==> config.mk <==
export PLATFORM = sky130hd
export DESIGN_NAME = prlsf_ctrl
export DESIGN_NICKNAME = d
export VERILOG_FILES = /design/src/design/prlsf_pkg.sv /design/src/design/prlsf_ctrl.sv
export SDC_FILE = /design/constraint.sdc
export NUM_CORES = 1
export LEC_CHECK = 0
export ABC_AREA = 1
export BUFFER_PORTS_ARGS = -buffer_cell sky130_fd_sc_hd__buf_2
export CAP_MARGIN = 20
export CELL_PAD_IN_SITES_DETAIL_PLACEMENT = 0
export CELL_PAD_IN_SITES_GLOBAL_PLACEMENT = 1
export CORE_AREA = 2 2 39 41
export DETAILED_ROUTE_END_ITERATION = 10
export DIE_AREA = 0 0 41 43
export PLACE_DENSITY_LB_ADDON = 0.1
export SLEW_MARGIN = 20
export SYNTH_ARGS = -nofsm -noshare
export SYNTH_HDL_FRONTEND = slang
export SYNTH_SLANG_ARGS = --single-unit
==> constraint.sdc <==
create_clock -name clk -period 1.5 [get_ports clk]
set_clock_uncertainty 0.15 [all_clocks]
set_input_delay 0.3 -clock clk [delete_from_list [all_inputs] [get_ports clk]]
set_output_delay 0.3 -clock clk [all_outputs]
set_load 0.02 [all_outputs]
==> src/design/prlsf_pkg.sv <==
// Package with shared types and constants of the packet rate limit scan filter.
package prlsf_pkg;

  localparam logic [15:0] ETHER_IPV4     = 16'h0800;
  localparam logic [3:0]  IP_VERSION_4   = 4'd4;
  localparam logic [15:0] MIN_FRAME_LEN  = 16'd34;
  localparam logic [7:0]  PROTO_ICMP     = 8'd1;
  localparam logic [7:0]  PROTO_TCP      = 8'd6;
  localparam logic [7:0]  PROTO_UDP      = 8'd17;
  localparam logic [7:0]  ICMP_ECHO_REQ  = 8'd8;
  localparam int          TCP_SYN_BIT    = 1;
  localparam int          TCP_ACK_BIT    = 4;
  localparam logic [63:0] WINDOW_RESET   = 64'd1000000000;
  localparam logic [15:0] LIMIT_RESET    = 16'd100;
  localparam int          COUNT_W        = 17;

  localparam logic [15:0] UDP_PORT_DNS   = 16'd53;
  localparam logic [15:0] UDP_PORT_SNMP  = 16'd161;
  localparam logic [15:0] UDP_PORT_NTP   = 16'd123;
  localparam logic [15:0] UDP_PORT_NBNS  = 16'd137;
  localparam logic [15:0] UDP_PORT_NBDG  = 16'd138;
  localparam logic [15:0] UDP_PORT_MSSQL = 16'd1434;

  localparam logic CFG_WINDOW_NS    = 1'b0;
  localparam logic CFG_PACKET_LIMIT = 1'b1;

  typedef enum logic [1:0] {
    SCAN_NONE = 2'd0,
    SCAN_TCP_SYN = 2'd1,
    SCAN_UDP_PORT = 2'd2,
    SCAN_ICMP_ECHO = 2'd3
  } scan_kind_t;

  typedef enum logic [1:0] {
    ST_CLEAR,
    ST_IDLE,
    ST_LOOKUP,
    ST_UPDATE
  } ctrl_state_t;

  // Commands from the controller to the datapath.
  typedef struct packed {
    logic clear_step;
    logic capture;
    logic lookup;
    logic update;
  } ctrl_cmd_t;

  // Status from the datapath to the controller.
  typedef struct packed {
    logic clear_done;
  } dp_status_t;

endpackage

==> src/design/prlsf_ctrl.sv <==
// Controller state machine of the packet rate limit scan filter.
module prlsf_ctrl
  import prlsf_pkg::*;
(
  input  logic       clk,
  input  logic       rst,
  input  logic       start,
  input  dp_status_t status,
  output ctrl_cmd_t  cmd,
  output logic       busy
);

  ctrl_state_t state, state_next;

  always_ff @(posedge clk) begin
    if (rst) begin
      state <= ST_CLEAR;
    end else begin
      state <= state_next;
    end
  end

  always_comb begin
    state_next = state;
    case (state)
      ST_CLEAR:  if (status.clear_done) state_next = ST_IDLE;
      ST_IDLE:   if (start) state_next = ST_LOOKUP;
      ST_LOOKUP: state_next = ST_UPDATE;
      ST_UPDATE: state_next = ST_IDLE;
      default:   state_next = ST_CLEAR;
    endcase
  end

  always_comb begin
    cmd = '0;
    busy = 1'b1;
    case (state)
      ST_CLEAR:  cmd.clear_step = 1'b1;
      ST_IDLE: begin
        busy = 1'b0;
        cmd.capture = start;
      end
      ST_LOOKUP: cmd.lookup = 1'b1;
      ST_UPDATE: cmd.update = 1'b1;
      default:   busy = 1'b1;
    endcase
  end

endmodule

==> run_results.csv <==
group,metric,value,unit
critical_path,r2r-start,"state[0]",
sta,tns,0,ps
logic_synthesis,async_flop_share,0,%
logic_synthesis,synth_seq_cells,2,
route,routedWlPerCell,7.52,microns
logic_synthesis,synth_most_common_cell,"inv_1",
critical_path,r2r_setup_slack,300,ps
worst_hold_path,holdPathEnd,"state[0]",
logic_synthesis,synth_top_family_by_area,"adder cells",
worst_hold_path,hold_path.class,"input port to flop",
logic_synthesis,yosysSeqAreaShare,23.5,%
sta,relSlewSlack,90.6,%
floorplan,start_util,12.3,%
global_route,grt_pass1_wl,648,microns
sta,hold_viol,0,
critical_path,worstSetupStartpointType,"flop",
placed_design,gp_congestion,0.618,
power,ir_drop,0.511,mV
cells_and_area,reg_top3,"state: 2 flops",
logic_synthesis,synthCells,24,
clock_tree,clock_sinks,2,
critical_path,r2r_end,"state[1]",
logic_synthesis,yosysTopAreaCellShare,29.4,%
logic_synthesis,synthMuxAreaShare,0,%
clock_tree,path_clk_slew,30,ps
route,route.detailed.drc,0,
sta,fmax,698,MHz
sta,rsz0062_at_grt,"yes",
critical_path,critical_path_peak_fanout,3,
global_route,grt_pass1_vias,173,
logic_synthesis,synth_xor_area_share,0,%
logic_synthesis,synth-compound-area-share,8.09,%
clock_tree,clkLatencyLatePin,220,ps
sta,fin_crit_sh,95.6,%
cells_and_area,antenna_cells,0,
power,p_leak,0.164,nW
power,p_per_area,1650,mW/mm^2
sta,setup_viol,0,
clock_tree,cts_tree,"yes",
route,ant_nets,0,
cells_and_area,syn2layout_area_growth,69.1,%
global_route,grt_overflow_total,0,
critical_path,crit_required,1050,ps
floorplan,die_area,0.00176,sq mm
route,avgViaCountPerCell,3.27,
cells_and_area,nets,46,
placed_design,io_buffers,8,
cells_and_area,largest_register_ff_count,2,
cells_and_area,drive_above_1_share,52.8,%
sta,slew_violations,0,
critical_path,arrival,980,ps
floorplan,dieWidth,41,microns
critical_path,reg2regPathDepth,5,
cells_and_area,regMostFlops,"state",
route,drt_iter0_drc,2,
run,cap_violations,0,
floorplan,pin_count,9,
route,num_vias,170,
logic_synthesis,synth_top_area_cell,"ha_1",
logic_synthesis,ys.flop_type,"dfxtp_1",
logic_synthesis,synth_adder_area_share,29.4,%
clock_tree,clk_path_buf_depth,2,
route,first_pass_iters,2,
clock_tree,cts-root-buf,"clkbuf_4",
logic_synthesis,yosys.area_share.simple,23.5,%
logic_synthesis,synth.distinct_cells,9,
global_route,antenna_found_initial,0,
logic_synthesis,mappedNetlistArea,170,sq um
global_route,grtUsageTotal,6.31,%
critical_path,end_kind,"primary output",
logic_synthesis,synthTopCellsByArea,"ha_1 29%, dfxtp_1 24%, inv_1 15%, nand2_1 13%, a21oi_2 5.1%",
run_status,status,"finished clean",
floorplan,die_y,43,microns
logic_synthesis,synth-edff-count,0,
sta,layout_min_cycle_time,1430,ps
clock_tree,cts_inserted_buffers,3,
logic_synthesis,syn_avg_cell_area,7.09,sq um
floorplan,row_count,14,
floorplan,design.core.area,0.00138,sq mm
logic_synthesis,yosys_warnings,0,
cells_and_area,final_area,288,sq um
worst_hold_path,min_path_cells,2,
clock_tree,htree_levels,1,
sta,tightest_slew,140,ps
route,drt_wl_total,391,microns
logic_synthesis,netlist_top_cells_count,"7 x inv_1, 6 x nand2_1, 4 x ha_1",
placed_design,dpl_cell_area,230,sq um
placed_design,place_hpwl,299,microns
logic_synthesis,synth_nets,32,
critical_path,crit_type,"flop to primary output",
worst_hold_path,min_from,"rst",
global_route,grt_max_degree,5,
## layer usage
metal / up-vias / track usage (%) / share of wire (%)
met1: 70 / 7.35 / 49
met3: 0 / 4.71 / 8.2
met5: - / 0 / 0
li1: 94 / - / -
met2: 6 / 6.88 / 43
met4: 0 / 6.00 / 0
## metrics by stage
step / instances / power, W / util [%] / hold WS [ps] / setup WS (ps)
6_report: 52 / 0.000475 / 20.8 / 98.2 / 66.7
5_1_grt: 52 / 0.000537 / 20.8 / 83.7 / 5.94
2_1_floorplan: 24 / 0.000253 / - / 212 / 247
3_3_place_gp: 48 / 0.000313 / 16.6 / 330 / 143
3_5_place_dp: 48 / 0.000309 / 16.6 / 333 / 149
4_1_cts: 52 / 0.000459 / 19.3 / 91.2 / 13.7
## layout make-up
type	instances	area (sq um)
clock buffers	3	22.5
flip-flops and latches	2	45.0
well taps	16	20.0
inverters	7	26.3
repair buffers	9	55.1
multi-input cells	15	119
fillers	173	1100
## critical path: stages (launching register included)
cell and delay, ps:
dfxtp_2 310, buf_4 130, ha_1 160, buf_2 150
## logic make-up after synthesis
family / count (synthesis)
fa+ha+maj: 4
buf+inv: 7
flops: 2
simple gates: 9
compound gates: 2
## report_power, final
group	switching, W	leakage, nW	internal, W
Clock	0.0000288	0.0138	0.0000881
Combinational	0.000148	0.133	0.000114
Sequential	0.0000190	0.0175	0.0000777
## worst max-delay path by stage
stage	startpoint	endpoint	slack (ps)
finish	state[1]	cmd[0]	70
global route	state[0]	cmd[1]	6
CTS	state[1]	cmd[2]	10
detailed placement	state[1]	cmd[2]	150
global placement	state[1]	cmd[2]	140
floorplan	state[0]	state[1]	250
## what timing repair did
| action | 4_1_cts | 5_1_grt |
|---|---|---|
| setup buffers | 1 | 0 |
| hold buffers | 0 | 0 |
| endpoints found under the hold margin | 0 | 0 |
| setup endpoints to repair | 4 | 3 |
| gates resized for setup | 4 | 6 |
## layout by cell type, fill, tap and decap left out, drive strengths merged
cell / instances
dfxtp: 2
inv: 7
ha: 4
nand3b: 1
clkbuf: 3
nor2: 1
nand2: 7
buf: 9
a21oi: 2
(Power assumes the default switching activity.)
